[src/hdl/tss_pkg.sv]
// ----------------------------------------------------------------------------
// tss_pkg: shared types and constants for the two-stack memory
// Operation and status codes, the command passed from the front part to the
// back part, and the capacity register width and reset value.
// ----------------------------------------------------------------------------
package tss_pkg;

  localparam int CAP_W = 11;
  localparam logic [CAP_W-1:0] CAP_RESET = 11'd1024;
  localparam int WORD_W = 32;

  typedef enum logic [1:0] {
    OP_PUSH_LOWER = 2'd0,
    OP_PUSH_UPPER = 2'd1,
    OP_POP_LOWER  = 2'd2,
    OP_POP_UPPER  = 2'd3
  } tss_op_e;

  typedef enum logic [1:0] {
    ST_OK        = 2'd0,
    ST_OVERFLOW  = 2'd1,
    ST_UNDERFLOW = 2'd2
  } tss_status_e;

  // Control part of one command for the back part.
  typedef struct packed {
    logic        wr;
    logic        rd;
    tss_status_e status;
  } tss_cmd_t;

endpackage

[src/hdl/tss_front.sv]
// ----------------------------------------------------------------------------
// tss_front: operation decode and stack pointers
// Holds the capacity register and both stack counts, checks each operation
// for overflow or underflow and turns it into a memory command.
// ----------------------------------------------------------------------------
module tss_front import tss_pkg::*; #(
  parameter int DEPTH = 1024,
  parameter int AW    = 10
) (
  input  logic                     clk_i,
  input  logic                     rst_ni,
  input  logic                     in_valid_i,
  output logic                     in_stall_o,
  input  logic [1:0]               opcode_i,
  input  logic signed [WORD_W-1:0] push_value_i,
  input  logic                     cfg_we_i,
  input  logic [CAP_W-1:0]         cfg_data_i,
  input  logic                     q_full_i,
  output logic                     q_push_o,
  output tss_cmd_t                 cmd_o,
  output logic [AW-1:0]            addr_o,
  output logic [WORD_W-1:0]        word_o
);

  localparam int CntW = $clog2(DEPTH + 1);
  localparam int CmpW = (CntW > CAP_W) ? CntW : CAP_W;

  logic [CAP_W-1:0] cap_q;
  logic [CntW-1:0]  lower_q, lower_d;
  logic [CntW-1:0]  upper_q, upper_d;
  logic [CmpW-1:0]  cap_ext, depth_c, eff_wide;
  logic [CntW-1:0]  eff;
  logic [CntW:0]    used;
  logic             full;
  logic [CntW-1:0]  addr_wide;
  logic             accept;
  tss_op_e          op;

  assign accept     = in_valid_i && !q_full_i;
  assign in_stall_o = q_full_i;
  assign q_push_o   = accept;
  assign word_o     = push_value_i;
  assign op         = tss_op_e'(opcode_i);

  // Effective capacity: zero reads as one, anything above DEPTH saturates.
  assign cap_ext = CmpW'(cap_q);
  assign depth_c = CmpW'(DEPTH);
  always_comb begin
    if (cap_ext == '0) begin
      eff_wide = CmpW'(1);
    end else if (cap_ext > depth_c) begin
      eff_wide = depth_c;
    end else begin
      eff_wide = cap_ext;
    end
  end
  assign eff  = eff_wide[CntW-1:0];
  assign used = {1'b0, lower_q} + {1'b0, upper_q};
  assign full = used >= {1'b0, eff};

  always_comb begin
    lower_d    = lower_q;
    upper_d    = upper_q;
    cmd_o.wr   = 1'b0;
    cmd_o.rd   = 1'b0;
    cmd_o.status = ST_OK;
    addr_wide  = '0;
    case (op)
      OP_PUSH_LOWER: begin
        if (full) begin
          cmd_o.status = ST_OVERFLOW;
        end else begin
          cmd_o.wr  = 1'b1;
          addr_wide = lower_q;
          lower_d   = lower_q + CntW'(1);
        end
      end
      OP_PUSH_UPPER: begin
        if (full) begin
          cmd_o.status = ST_OVERFLOW;
        end else begin
          cmd_o.wr  = 1'b1;
          upper_d   = upper_q + CntW'(1);
          addr_wide = eff - upper_d;
        end
      end
      OP_POP_LOWER: begin
        if (lower_q == '0) begin
          cmd_o.status = ST_UNDERFLOW;
        end else begin
          cmd_o.rd  = 1'b1;
          lower_d   = lower_q - CntW'(1);
          addr_wide = lower_d;
        end
      end
      OP_POP_UPPER: begin
        if (upper_q == '0) begin
          cmd_o.status = ST_UNDERFLOW;
        end else begin
          cmd_o.rd  = 1'b1;
          addr_wide = eff - upper_q;
          upper_d   = upper_q - CntW'(1);
        end
      end
      default: begin
        cmd_o.status = ST_OK;
      end
    endcase
  end

  assign addr_o = addr_wide[AW-1:0];

  // A capacity write empties both stacks.
  always_ff @(posedge clk_i or negedge rst_ni) begin
    if (!rst_ni) begin
      cap_q   <= CAP_RESET;
      lower_q <= '0;
      upper_q <= '0;
    end else if (cfg_we_i) begin
      cap_q   <= cfg_data_i;
      lower_q <= '0;
      upper_q <= '0;
    end else if (accept) begin
      lower_q <= lower_d;
      upper_q <= upper_d;
    end
  end

endmodule

[config.mk]
export PLATFORM = sky130hd
export DESIGN_NAME = tss_front
export DESIGN_NICKNAME = d
export VERILOG_FILES = /design/src/hdl/tss_pkg.sv /design/src/hdl/tss_front.sv
export SDC_FILE = /design/constraint.sdc
export NUM_CORES = 1
export LEC_CHECK = 0
export ABC_AREA = 1
export BUFFER_PORTS_ARGS = -buffer_cell sky130_fd_sc_hd__buf_4
export CORE_MARGIN = 3
export CORE_UTILIZATION = 51
export DETAILED_ROUTE_END_ITERATION = 8
export PLACE_DENSITY = 0.87
export RECOVER_POWER = 100
export SYNTH_ARGS = -nofsm -noshare
export SYNTH_HDL_FRONTEND = slang
export SYNTH_SLANG_ARGS = --single-unit
[constraint.sdc]
create_clock -name clk_i -period 3.2 [get_ports clk_i]
set_clock_uncertainty 0.05 [all_clocks]
set_input_delay 0.16 -clock clk_i [delete_from_list [all_inputs] [get_ports clk_i]]
set_output_delay 0.16 -clock clk_i [all_outputs]
set_load 0.01 [all_outputs]
==> flow_summary_export.csv <==
group,metric,value,unit
synthesis,syn-num-nets,780,
worst_setup_path,worst_path_most_repeated_cell,"nand3_1",
clock_tree,clk_path_buf_depth,2,
clock_tree,root_buffer,"clkbuf_8",
timing,relSlewSlack,-21.1,%
synthesis,synth_top_family_by_area,"simple AND/OR/NAND/NOR gates",
outcome,violations,"max-capacitance violations, max-slew violations, negative setup slack",
drt,routedWlPerCell,17.7,um
worst_setup_path,cp_max_fo,8,
pwr,irDropWorstVdd,0.000186,V
worst_setup_path,worstPathArrival,3.47,ns
die,die_height,100,um
worst_hold_path,worstHoldEndpoint,"cap_ext[1]",
drt,vias,4962,
pwr,leakage,2.80,nW
timing,hold_viol_final,0,
die,initial_core_util,53.8,%
pwr,swShare,45.8,%
timing,worst_slack,-0.478,ns
synthesis,syn_inst,684,
worst_setup_path,reg2reg_setup_slack,-0.26,ns
timing,fin_crit,3.68,ns
synthesis,synth.avg_cell_area,6.62,sq um
synthesis,synth.mux.area_fraction,0,%
worst_setup_path,r2r-start,"lower_q[0]",
job,maxCapViolations,1,
worst_setup_path,slowest_stage,"dfrtp_1",
worst_setup_path,r2r_end,"upper_q[9]",
synthesis,seq_area_frac_synth,18.3,%
synthesis,netlist.area_leader.share,17.7,%
drt,drtAntennaViolNets,0,
timing,worst_hold_slack,0.0252,ns
synthesis,synth_adder_area_share,13.2,%
drt,drc,0,
clock_tree,clkLatencyLatePin,0.29,ns
placed_design,placed_cell_area,0.00485,sq mm
clock_tree,cts_sinks,33,
timing,rsz0062_at_grt,"yes",
synthesis,synth-compound-area-share,13.6,%
global_routing,grt_pass1_wl,22.7,mm
worst_setup_path,crit_chain,"ha_1 > a21oi_1 > nand2_2 > nand3_1 > nand2_1 > xor2_1 > ha_1 > a21oi_1 > nor3_4 > a211oi_2 > nand2_1 > nand2_4 > nand3_4 > nor2_4 > nand3_1 > nand3_1 > buf_4",
pwr,switching_power,1.18,mW
worst_hold_path,min-delay-start,"cfg_data_i[1]",
die,rows,33,
outcome,status,"complete, but fails checks",
worst_setup_path,critPathRequiredTime,2.99,ns
pwr,p_comb_share,61.8,%
timing,maxSlewViolCount,34,
placed_design,hpwl,10.8,mm
worst_setup_path,crit_family,"simple AND/OR/NAND/NOR gates",
synthesis,synth.distinct_cells,49,
worst_setup_path,reg2reg_depth,22,
worst_hold_path,holdPathStages,3,
worst_setup_path,end_kind,"primary output",
pwr,pwr-share-clk,18.7,%
pwr,p_total,2.57,mW
clock_tree,cts_tree,"built",
synthesis,yosys.area_share.simple,31.0,%
worst_setup_path,cpPeakStageDelay,0.41,ns
final_layout,fin_area,0.00530,sq mm
pwr,p_int,1.39,mW
clock_tree,cts_made_buffers,5,
timing,worst_pin_slew,1.82,ns
die,die_w,100,um
drt,via_per_inst,6.00,
worst_setup_path,worstSetupPathType,"reg -> out",
final_layout,final_common_cell,"nand2_1",
synthesis,ys_ff_latch,33,
final_layout,fin_cells,827,
global_routing,grt_overflow,0,
die,ios,98,
die,dieArea,0.0100,sq mm
worst_setup_path,cp-start-kind,"flop",
final_layout,antenna_cells,0,
synthesis,synthTopCellsByArea,"dfrtp_1 18%, nand2_1 12%, ha_1 12%",
timing,finalCritPeriodShare,115,%
final_layout,most-common-layout-cells,"133 x nand2_1, 87 x inv_1, 65 x buf_4, 59 x nand3_1, 47 x nor2_1",
pwr,seqPwrFrac,19.5,%
global_routing,groute.usage.overall,28.4,%
pwr,power_density,485,mW/mm^2
synthesis,synthXorXnorAreaFrac,8.31,%
drt,drt_iter0_markers,541,
clock_tree,htree_levels,2,
placed_design,dpl.cell_count,809,
global_routing,grt_max_degree,34,
placed_design,port_buffers,33,
global_routing,grt_pass1_vias,4671,
timing,tns,-8.09,ns
die,core_area,0.00842,sq mm
worst_hold_path,hold_path_class,"in -> reg",
synthesis,synth_area_leader_cell,"dfrtp_1",
final_layout,area_delta_synth_final,17.1,%
synthesis,yosys_warnings,0,
drt,drt_pass1_iterations,9,
synthesis,netlist_area,0.00453,sq mm
global_routing,antenna_found_initial,0,
placed_design,gp_congestion,1.02,
final_layout,final_layout_size_suffix_gt1_share,21.2,%
drt,drt-total-wl,14.6,mm
final_layout,nets,817,
clock_tree,cts.clk_slew.worst_paths,0.07,ns
timing,setup_viol,33,
timing,max_freq,272,MHz
final_layout,fillers,733,
worst_setup_path,path_buf_inv,1,
[synth_stat cells (all sizes together)]
master	count
dfrtp	32
and2	1
fa	3
nand2	152
o21ai	46
o221ai	1
inv	93
a211oi	3
nor4	1
nor3b	1
nor2	55
clkinv	1
o2111ai	1
o311ai	1
nor3	14
o22ai	7
or2	2
a21o	2
o211ai	2
o21bai	2
nand3	67
xnor2	5
o31ai	3
xor2	38
dfstp	1
buf	42
clkbuf	11
nand4	10
nand3b	8
a31oi	2
o21a	1
a21oi	33
ha	43
[logic make-up after synthesis]
kind of cell,after synthesis
AND/OR/NAND/NOR,311
buffers and inverters,147
AO/OA/AOI/OAI,104
adder cells (fa/ha/maj),46
XOR/XNOR,43
flip-flops,33
[tightest hold or removal path: stages]
cell and delay (ns):
buf_4 0.08, nand2_1 0.04, o21ai_0 0.05
[per-layer routing]
metal	part of all wire (%)	GRT usage, %	vias to the layer above
li1	-	-	2282
met1	39	36.6	2232
met2	45	45.4	346
met3	10	5.91	102
met4	5.9	13.1	0
met5	0	0	-
[power groups by stage]
stage          registers (mW)  clock network (mW)  logic [mW]
2_1_floorplan           0.502                   0       0.940
3_3_place_gp            0.502                   0        1.30
3_5_place_dp            0.504                   0        1.34
4_1_cts                 0.496               0.480        1.45
5_1_grt                 0.503               0.506        1.72
6_report                0.502               0.481        1.59
[sequential cells by signal, indices dropped and copies added (netlist names)]
signal,count
upper_q,11
lower_q,11
cap_ext,11
[what timing repair did]
| item | in CTS | in global routing |
|---|---|---|
| pin swaps | 20 | 20 |
| setup buffers | 3 | 4 |
| gates cloned | 2 | 0 |
| endpoints found under the setup margin | 33 | 34 |
| hold buffers | 1 | 0 |
| resized for setup | 36 | 26 |
| hold endpoints to repair | 32 | 0 |
[area by class of cell]
| type | instances | area (sq um) | share of cell area [%] |
|---|---|---|---|
| clock buffer | 5 | 68.8 | 1.30 |
| clock inverter | 3 | 65.1 | 1.23 |
| inverter | 94 | 358 | 6.75 |
| multi-input combinational | 506 | 3220 | 60.8 |
| sequential | 33 | 827 | 15.6 |
| tap | 105 | 131 | 2.48 |
| timing repair buffer | 81 | 629 | 11.9 |
[how the worst max path moves through the flow]
stage | startpoint | to | slack, ns | cells past startpoint
floorplan | upper_q[0] | addr_o[6] | 0.11 | 19
global placement | lower_q[0] | addr_o[6] | -0.05 | 18
detailed placement | lower_q[0] | addr_o[9] | -0.28 | 20
CTS | upper_q[0] | addr_o[5] | -0.45 | 20
global route | cap_ext[2] | addr_o[6] | -0.64 | 15
finish | lower_q[2] | addr_o[8] | -0.48 | 17
[per-stage QoR]
step	utilization, %	setup WS (ns)
final	63.0	-0.478
after global routing	63.0	-0.641
after CTS	61.6	-0.446
after detailed placement	57.6	-0.277
after global placement	57.6	-0.0460
after floorplan	-	0.111
Power figures use the tool's default switching activity.
