## src/hdl/tss_pkg.sv

```systemverilog
// ----------------------------------------------------------------------------
// tss_pkg: shared types and constants for the two-stack memory
// Operation and status codes, the command passed from the front part to the
// back part, and the capacity register width and reset value.
// ----------------------------------------------------------------------------
package tss_pkg;

  localparam int CAP_W = 11;
  localparam logic [CAP_W-1:0] CAP_RESET = 11'd1024;
  localparam int WORD_W = 32;

  typedef enum logic [1:0] {
    OP_PUSH_LOWER = 2'd0,
    OP_PUSH_UPPER = 2'd1,
    OP_POP_LOWER  = 2'd2,
    OP_POP_UPPER  = 2'd3
  } tss_op_e;

  typedef enum logic [1:0] {
    ST_OK        = 2'd0,
    ST_OVERFLOW  = 2'd1,
    ST_UNDERFLOW = 2'd2
  } tss_status_e;

  // Control part of one command for the back part.
  typedef struct packed {
    logic        wr;
    logic        rd;
    tss_status_e status;
  } tss_cmd_t;

endpackage

```

## src/hdl/tss_fifo.sv

```systemverilog
// ----------------------------------------------------------------------------
// tss_fifo: two-entry command queue
// Decouples the decode part from the memory part so each can stall alone.
// ----------------------------------------------------------------------------
module tss_fifo import tss_pkg::*; #(
  parameter int W = 46
) (
  input  logic         clk_i,
  input  logic         rst_ni,
  input  logic         push_i,
  input  logic [W-1:0] data_i,
  input  logic         pop_i,
  output logic [W-1:0] data_o,
  output logic         full_o,
  output logic         empty_o
);

  logic [W-1:0] mem_q [2];
  logic         wr_ptr_q, rd_ptr_q;
  logic [1:0]   count_q;

  assign full_o  = count_q == 2'd2;
  assign empty_o = count_q == 2'd0;
  assign data_o  = mem_q[rd_ptr_q];

  always_ff @(posedge clk_i or negedge rst_ni) begin
    if (!rst_ni) begin
      wr_ptr_q <= 1'b0;
      rd_ptr_q <= 1'b0;
      count_q  <= 2'd0;
    end else begin
      if (push_i) begin
        wr_ptr_q <= ~wr_ptr_q;
      end
      if (pop_i) begin
        rd_ptr_q <= ~rd_ptr_q;
      end
      if (push_i && !pop_i) begin
        count_q <= count_q + 2'd1;
      end else if (pop_i && !push_i) begin
        count_q <= count_q - 2'd1;
      end
    end
  end

  always_ff @(posedge clk_i) begin
    if (push_i) begin
      mem_q[wr_ptr_q] <= data_i;
    end
  end

endmodule

```

## config.mk

```make
export PLATFORM = sky130hd
export DESIGN_NAME = tss_fifo
export DESIGN_NICKNAME = d
export VERILOG_FILES = /design/src/hdl/tss_pkg.sv /design/src/hdl/tss_fifo.sv
export SDC_FILE = /design/constraint.sdc
export NUM_CORES = 1
export LEC_CHECK = 0
export BUFFER_PORTS_ARGS = -buffer_cell sky130_fd_sc_hd__buf_4
export CAP_MARGIN = 20
export CORE_UTILIZATION = 25
export DETAILED_ROUTE_END_ITERATION = 8
export GPL_ROUTABILITY_DRIVEN = 1
export GPL_TIMING_DRIVEN = 0
export SKIP_CTS_REPAIR_TIMING = 1
export SYNTH_ARGS = -nofsm -noshare
export SYNTH_HDL_FRONTEND = slang
export SYNTH_SLANG_ARGS = --single-unit
```

## constraint.sdc

```tcl
create_clock -name clk_i -period 7.6 [get_ports clk_i]
set_input_delay 1.52 -clock clk_i [delete_from_list [all_inputs] [get_ports clk_i]]
set_output_delay 1.52 -clock clk_i [all_outputs]
set_load 0.005 [all_outputs]
```

==> impl_metrics.toml, run 1 <==
[sta]
worstMarginPinSlew_ps = 608
fin_crit_sh = 0.400
rsz0062_at_grt = "false"
layout_setup_ws_ps = 4560
post-route-min-period_ps = 3040
relSlewSlack = 0.594
timing.fmax_ghz = 0.329
tns_ps = 0
clock_skew_ps = 3.45
finalHoldViolCount = 0
hold_ws_ps = 514
setup_violations = 0
slew_viol_final = 0

[clocking]
cts_num_sinks = 96
htree_levels = 3
cts_tree = "built"
cts_buffer_depth = 2
cts_root_buffer = "clkbuf_16"
clk_latency_ps = 340
numCtsBuffers = 9
path_clk_slew_ps = 60

[global_route]
grt_max_degree = 32
grt_pass1_vias = 1882
grt_pass1_wl_mm = 9.89
grtUsageTotal = 0.0940
antenna_found_initial = 0
grt_overflow = 0

[drt]
routed-via-count = 1776
drc = 0
drt_wl_total_mm = 6.58
wl_per_cell_um = 14.5
vias_per_cell = 3.93
wl_met3_um = 370
ant_nets = 0
drt-met1-wl_mm = 2.71
firstDrtPassIters = 3
top_layer = "met4"
wl_met2_mm = 3.38
drt_iter0_markers = 55

[setup_path]
cp_common_cell = "buf_6"
cp.arrival_ps = 1520
crit_slowest_cell = "dfrtp_1"
crit_family = "buffers and inverters"
cp.required_ps = 6080
cp_max_fo = 10
crit_buf_inv = 3
slowest_delay_ps = 350
crit_chain = "buf_6 > buf_6 > mux2_4 > buf_4"
start_kind = "register"
crit_type = "reg2out"
endpoint_kind = "output port"

[run_status]
outcome = "completed"

[die]
die_y_um = 122
io-pin-count = 98
start_util = 0.258
die_w_um = 122
coreArea_um2 = 14000
rows = 43
design.die.area_um2 = 15000

[yosys]
syn_nets = 210
synth_cells = 159
seq_area_frac_synth = 0.789
syn_area_um2 = 3630
yosysWarnings = 0
synth-seq-cells = 96
syn_area_per_cell_um2 = 22.8
synth_cell_type_count = 13

[layout]
nFillCells = 1341
area_delta_synth_final_pct = 34.4
drive_above_1_share = 0.596
fin_nets = 320
mostFrequentLayoutCells = "buf_4 (97), edfxtp_1 (92), mux2_4 (30)"
seq_area_um2 = 2860
multiInputGateArea_um2 = 722
diodes = 0
final_cell_area_um2 = 4880
final_common_cell = "buf_4"

[power_and_ir_drop]
power_mw = 1.69
p_leak_nw = 1.90
irDropWorstVdd_uv = 143
power_density_nw_per_um2 = 346

[placed_design]
pre_cts_slack_ps = 4760
port_buffers = 97
place_congestion = 0.626
placed_area_um2 = 4630

[job]
max_cap_violations = 0

[worst_hold_path]
hold_class = "reg2reg"
-- synth_stat cells --
cell,count,area share
and2_1,1,0.0017
buf_2,1,0.0014
buf_6,4,0.012
dfrtp_1,4,0.028
edfxtp_1,92,0.76
ha_1,1,0.0034
inv_1,1,0.0010
mux2_2,16,0.050
mux2_4,30,0.12
nor2_1,2,0.0021
nor2b_1,2,0.0034
xnor2_1,1,0.0024
xor2_1,4,0.0097
-- kinds of logic (layout without fill, tap and decap cells) --
group / count (synthesis) / in the layout / share of synthesized area
muxes: 46 / 46 / 0.174
DFF: 96 / 96 / 0.789
xor gates and xnor gates: 5 / 5 / 0.0121
buffers and inverters: 6 / 119 / 0.0148
adders and majority gates: 1 / 1 / 0.00345
and+or+nand+nor: 5 / 5 / 0.00724
-- registers in the layout (all words and copies together), names as in the netlist --
signal,flops
wr_ptr_q,1
mem_q,92
count_q,2
rd_ptr_q,1
-- metal layers --
metal,global-route usage,up-vias
met5,0,-
met4,0.0457,0
met3,0.0390,9
met2,0.158,52
met1,0.102,876
li1,-,839
-- where the power goes --
group	switching, mW	total (mW)	internal (mW)
clock network	0.173	0.389	0.217
registers	0.0304	0.734	0.703
logic	0.228	0.564	0.335
-- area by class of cell --
cell class,count,share of cell area
clock buffer,12,0.0485
clock inverter,2,0.00180
multi-input combinational,57,0.148
inverter,1,0.000770
buffer,5,0.0103
timing repair buffer,99,0.158
tap,180,0.0462
sequential,96,0.587
-- through the flow --
step	utilization	cells
after CTS	0.347	452
final	0.347	452
after global placement	0.326	436
after detailed placement	0.330	438
after global routing	0.347	452
after floorplan	-	159
-- worst reg2reg max path, delay by kind of cell (launching register included) --
kind                   cells  cell delay, ps
and+or+nand+nor            1             520
DFF                        1             420
buffers and inverters      1             310
-- final timing paths --
path / cells after the start / startpoint / endpoint / slack (ps)
min in group asynchronous: 1 / rst_ni / count_q[0]$_DFFE_PN0P_ / 960
max in group asynchronous: 1 / rst_ni / wr_ptr_q$_DFFE_PN0P_ / 6540
max: 4 / rd_ptr_q$_DFFE_PN0P_ / data_o[2] / 4560
min: 1 / count_q[1]$_DFFE_PN0P_ / count_q[1]$_DFFE_PN0P_ / 510
min reg2reg: 1 / count_q[1]$_DFFE_PN0P_ / count_q[1]$_DFFE_PN0P_ / 510
max reg2reg: 2 / wr_ptr_q$_DFFE_PN0P_ / mem_q[0][11]$_DFFE_PP_ / 6040
(Power assumes the default switching activity.)
==> run 2: changes to the inputs <==
--- a/config.mk
+++ b/config.mk
@@ -5,6 +5,7 @@
 export SDC_FILE = /design/constraint.sdc
 export NUM_CORES = 1
 export LEC_CHECK = 0
+export ABC_AREA = 1
 export BUFFER_PORTS_ARGS = -buffer_cell sky130_fd_sc_hd__buf_4
 export CAP_MARGIN = 20
 export CORE_UTILIZATION = 25
==> constraint.sdc (replaced) <==
create_clock -name clk_i -period 2.6 [get_ports clk_i]
set_input_delay 0.52 -clock clk_i [delete_from_list [all_inputs] [get_ports clk_i]]
set_output_delay 0.52 -clock clk_i [all_outputs]
set_load 0.005 [all_outputs]
==> run 2 against run 1 <==
  * Clock power grew to 3.3 times the previous value
  * Via count increased by 4.8%
  * Utilization increased by 0.46 points
  * Critical endpoint is now data_o[7]
  * Highest routed layer unchanged
  * Total power increased to 3.0 times the previous value
==> impl_metrics.toml, run 2 <==
[clocking]
path_clk_slew_ps = 60
cts_root_buffer = "clkbuf_16"
cts_buffer_depth = 2
htree_levels = 3
numCtsBuffers = 9
clk_latency_ps = 340
cts_num_sinks = 96
cts_tree = "built"

[sta]
relSlewSlack = 0.438
finalHoldViolCount = 0
post-route-min-period_ps = 2060
timing.fmax_ghz = 0.486
worstMarginPinSlew_ps = 840
layout_setup_ws_ps = 541
clock_skew_ps = 4.62
slew_viol_final = 0
fin_crit_sh = 0.792
setup_violations = 0
rsz0062_at_grt = "false"

[yosys]
synth_commonest_cells = "edfxtp_1 (92), mux2_4 (30), mux2_2 (16)"
synth_ff_type = "edfxtp_1"
synth_cell_type_count = 14
syn_area_per_cell_um2 = 21.7
synth_edf_count = 92
yosysWarnings = 0
synth_top_cell_by_area = "edfxtp_1"
synth.most_common_cell = "edfxtp_1"
syn_area_um2 = 3650
syn_nets = 219
synth_cells = 168
synth.top_cell.area_share = 0.757
seq_area_frac_synth = 0.784
synth_async_sr_flop_share = 0.0417
synth_top_cells_by_area = "edfxtp_1 (76%), mux2_4 (12%), mux2_2 (4.9%)"
synth-seq-cells = 96

[drt]
ant_nets = 0
drt_iter0_markers = 78
firstDrtPassIters = 4
routed-via-count = 1861
vias_per_cell = 4.01
drc = 0
drt_wl_total_mm = 6.67
wl_per_cell_um = 14.4

[placed_design]
place_congestion = 0.689
port_buffers = 97
pre_cts_slack_ps = 621
dp_hpwl_mm = 4.52

[setup_path]
rr_worst_depth = 2
endpoint_kind = "output port"
start_kind = "register"
crit_type = "reg2out"
cp.required_ps = 2080
cp.arrival_ps = 1540
cp_max_fo = 10

[layout]
largest_reg_flops = 92
nFillCells = 1360
area_delta_synth_final_pct = 35.4
regMostFlops = "mem_q"
fin_nets = 330
largestRegisters = "mem_q: 92 flops, count_q: 2 flops"
fin_util = 0.352
final_common_cell = "buf_4"
mostFrequentLayoutCells = "buf_4 (97), edfxtp_1 (92), mux2_4 (30)"
drive_above_1_share = 0.574
diodes = 0

[die]
start_util = 0.260
rows = 43
coreArea_um2 = 14000
io-pin-count = 98
die_y_um = 123
design.die.area_um2 = 15100
die_w_um = 123

[power_and_ir_drop]
p_leak_nw = 1.94
irDropWorstVdd_uv = 376
power_density_nw_per_um2 = 1030

[global_route]
grt_max_degree = 37
grt_pass1_wl_mm = 9.98
antenna_found_initial = 0
grt_overflow = 0
grt_pass1_vias = 1861
grtUsageTotal = 0.0949

[run_status]
outcome = "completed"

[worst_hold_path]
hold_class = "in2reg"
whs_path_depth = 2

[job]
max_cap_violations = 0
==> run 2: cell count changes after synthesis, sizes merged <==
cell   change
inv        +6
nand2      +5
nor2b      -2
xor2       -2
and2       -1
nand3      +1
nand4      +1
nor2       +1
==> run 2: cells by family after synthesis <==
family	count (synthesis)	share of synthesized area
simple gates	10	0.0113
flops	96	0.784
fa+ha+maj	1	0.00343
xor+xnor	3	0.00720
mux	46	0.173
buf+inv	12	0.0209
==> run 2: final cells by class <==
cell class,count,area (um^2),area share
Inverter,7,26.3,0.00532
Timing Repair Buffer,100,778,0.157
Multi-Input combinational cell,60,718,0.145
Buffer,5,50.0,0.0101
Tap cell,180,225,0.0456
Sequential cell,96,2860,0.579
Clock inverter,4,45.0,0.00911
Clock buffer,12,236,0.0478
==> run 2: report_power, final <==
| group | switching, mW | internal (mW) | total (mW) |
|---|---|---|---|
| clock network | 0.535 | 0.740 | 1.28 |
| registers | 0.0864 | 2.06 | 2.14 |
| logic | 0.686 | 0.978 | 1.66 |
==> run 2: through the flow <==
stage | setup TNS, ps | total power, mW | area (um^2) | hold WS, ps | cells
after floorplan | 0 | 3.09 | 3650 | 224 | 168
after global placement | -26810 | 3.84 | 4610 | 319 | 445
after detailed placement | 0 | 3.89 | 4650 | 322 | 447
after CTS | 0 | 5.19 | 4930 | -57.0 | 463
after global routing | 0 | 5.37 | 4940 | 341 | 464
final | 0 | 5.08 | 4940 | 357 | 464
==> run 2: worst paths after layout <==
kind                                        start                     end  slack, ps
min                                         pop_i    rd_ptr_q$_DFFE_PN0P_        360
min in group asynchronous                  rst_ni  count_q[1]$_DFFE_PN0P_        500
min reg2reg                count_q[1]$_DFFE_PN0P_  count_q[1]$_DFFE_PN0P_        520
max                          rd_ptr_q$_DFFE_PN0P_               data_o[7]        540
max in group asynchronous                  rst_ni    wr_ptr_q$_DFFE_PN0P_       2000
max reg2reg                  wr_ptr_q$_DFFE_PN0P_  mem_q[0][17]$_DFFE_PP_        900
==> run 2: worst max-delay path, cell delays in order, from the launching register on <==
cell and delay [ps]:
dfrtp_1 350, buf_6 180, buf_6 200, mux2_4 320, buf_4 130
==> run 2: routing by layer <==
layer / vias up / global-route usage / wire, um
li1: 867 / - / -
met1: 924 / 0.112 / 2910
met2: 57 / 0.150 / 3270
met3: 13 / 0.0260 / 328
met4: 0 / 0.0640 / 164
met5: - / 0 / 0
==> run 3: changes to the inputs <==
--- a/config.mk
+++ b/config.mk
@@ -5,7 +5,7 @@
 export SDC_FILE = /design/constraint.sdc
 export NUM_CORES = 1
 export LEC_CHECK = 0
-export ABC_AREA = 1
+export ABC_AREA = 0
 export BUFFER_PORTS_ARGS = -buffer_cell sky130_fd_sc_hd__buf_4
 export CAP_MARGIN = 20
 export CORE_UTILIZATION = 25
==> constraint.sdc (replaced) <==
create_clock -name clk_i -period 1.7 [get_ports clk_i]
set_input_delay 0.34 -clock clk_i [delete_from_list [all_inputs] [get_ports clk_i]]
set_output_delay 0.34 -clock clk_i [all_outputs]
set_load 0.005 [all_outputs]
==> run 3 against run 2 <==
  * Critical endpoint is now data_o[4]
  * Total power up 62%
  * Clock-buffer cell count fell by 2
  * Highest routed layer unchanged
  * First-iteration DRC count fell by 49%
  * Via count fell by 2.1%
  * The run now ends with setup timing left
  * Design area is 4.1% higher
  * Sequential power up 54%
==> impl_metrics.toml, run 3 (synthesis results as in run 1) <==
[drt]
drt_iter0_markers = 40
routed-via-count = 1822
vias_per_cell = 3.97
firstDrtPassIters = 2
drt_wl_total_mm = 6.50
wl_per_cell_um = 14.2
drc = 0
ant_nets = 0

[layout]
mostFrequentLayoutCells = "edfxtp_1 (92), buf_4 (65), mux2_4 (34), buf_6 (34), mux2_2 (12)"
diodes = 0
final_cell_area_um2 = 5150
nFillCells = 1305
drive_above_1_share = 0.599
largestRegisters = "mem_q: 92 flops, count_q: 2 flops"
largest_reg_flops = 92
multiInputGateArea_um2 = 747
final_common_cell = "edfxtp_1"
seq_area_um2 = 2860
area_delta_synth_final_pct = 41.8
fin_nets = 325
regMostFlops = "mem_q"

[run_status]
violations = "setup timing"
outcome = "complete, but fails checks"

[die]
die_y_um = 122
io-pin-count = 98
design.die.area_um2 = 15000
start_util = 0.258
rows = 43
coreArea_um2 = 14000
die_w_um = 122

[power_and_ir_drop]
irDropWorstVdd_uv = 776
power_density_nw_per_um2 = 1600
p_leak_nw = 2.02
power_mw = 8.22

[setup_path]
crit_slowest_cell = "dfrtp_1"
slowest_delay_ps = 400
cp.arrival_ps = 1480
crit_chain = "buf_12 > buf_12 > mux2_4 > buf_6"
endpoint_kind = "output port"
cp_max_fo = 10
cp_common_cell = "buf_12"
start_kind = "register"
crit_type = "reg2out"
cp.required_ps = 1360

[sta]
hold_ws_ps = 179
worstMarginPinSlew_ps = 528
clock_skew_ps = 5.42
fin_crit_sh = 1.07
rsz0062_at_grt = "true"
timing.fmax_ghz = 0.549
post-route-min-period_ps = 1820
relSlewSlack = 0.646
finalHoldViolCount = 0
setup_violations = 45
slew_viol_final = 0
tns_ps = -4800
layout_setup_ws_ps = -123

[clocking]
clk_latency_ps = 340
cts_num_sinks = 96
numCtsBuffers = 9
htree_levels = 3
cts_buffer_depth = 2
cts_tree = "built"
cts_root_buffer = "clkbuf_16"
path_clk_slew_ps = 60

[placed_design]
pre_cts_slack_ps = 10.4
port_buffers = 97
dp_hpwl_mm = 4.35
place_congestion = 0.652
placed_area_um2 = 4630

[global_route]
grt_pass1_vias = 1906
grt_max_degree = 27
grt_pass1_wl_mm = 9.80
grt_overflow = 0
antenna_found_initial = 0
grtUsageTotal = 0.0914

[job]
max_cap_violations = 0

[worst_hold_path]
hold_class = "in2reg"
run 3: cell types whose count changed in the layout (fill, tap and decap cells not counted), sizes merged:
cell      delta
clkinvlp     -1
nand3        -1
nand4        -1
inv          -6
and2         +1
xor2         +2
clkinv       +3
buf          +2
nor2         -1
nand2        -5
nor2b        +3
clkbuf       -1
run 3: final cells by class:
class,instances,area share
multi-input combinational,58,0.145
clock buffer,10,0.0445
inverter,1,0.000729
clock inverter,6,0.00973
buffer,5,0.0170
tap,180,0.0438
timing repair buffer,103,0.183
sequential,96,0.556
run 3: final timing paths:
check	from	endpoint	slack (ps)	depth (start not counted)
worst max-delay path	rd_ptr_q$_DFFE_PN0P_	data_o[4]	-120	4
worst min-delay path	pop_i	rd_ptr_q$_DFFE_PN0P_	180	2
worst max register to register	wr_ptr_q$_DFFE_PN0P_	mem_q[1][9]$_DFFE_PP_	250	2
worst min register to register	count_q[1]$_DFFE_PN0P_	count_q[1]$_DFFE_PN0P_	520	1
max in group asynchronous	rst_ni	rd_ptr_q$_DFFE_PN0P_	1270	2
min in group asynchronous	rst_ni	count_q[1]$_DFFE_PN0P_	330	2
run 3: where the power goes:
group          switching (mW)  leakage [nW]  internal (mW)
Combinational            1.11         0.973           1.90
Sequential              0.153         0.910           3.14
Clock                   0.793         0.136           1.12
run 3: per-layer routing:
layer,vias to the layer above,part of all wire,GRT usage
li1,848,-,-
met1,908,0.42,0.105
met2,52,0.51,0.145
met3,14,0.056,0.0367
met4,0,0.020,0.0503
met5,-,0,0
run 3: metrics by stage:
step | instances | utilization
final | 459 | 0.366
after floorplan | 159 | -
after global routing | 459 | 0.366
after global placement | 436 | 0.327
after CTS | 454 | 0.350
after detailed placement | 438 | 0.330
run 3: worst max-delay path, delay by kind of cell (launching register included):
kind / cells / cell delay, ps
buffers and inverters: 3 / 430
muxes: 1 / 310
DFF: 1 / 400
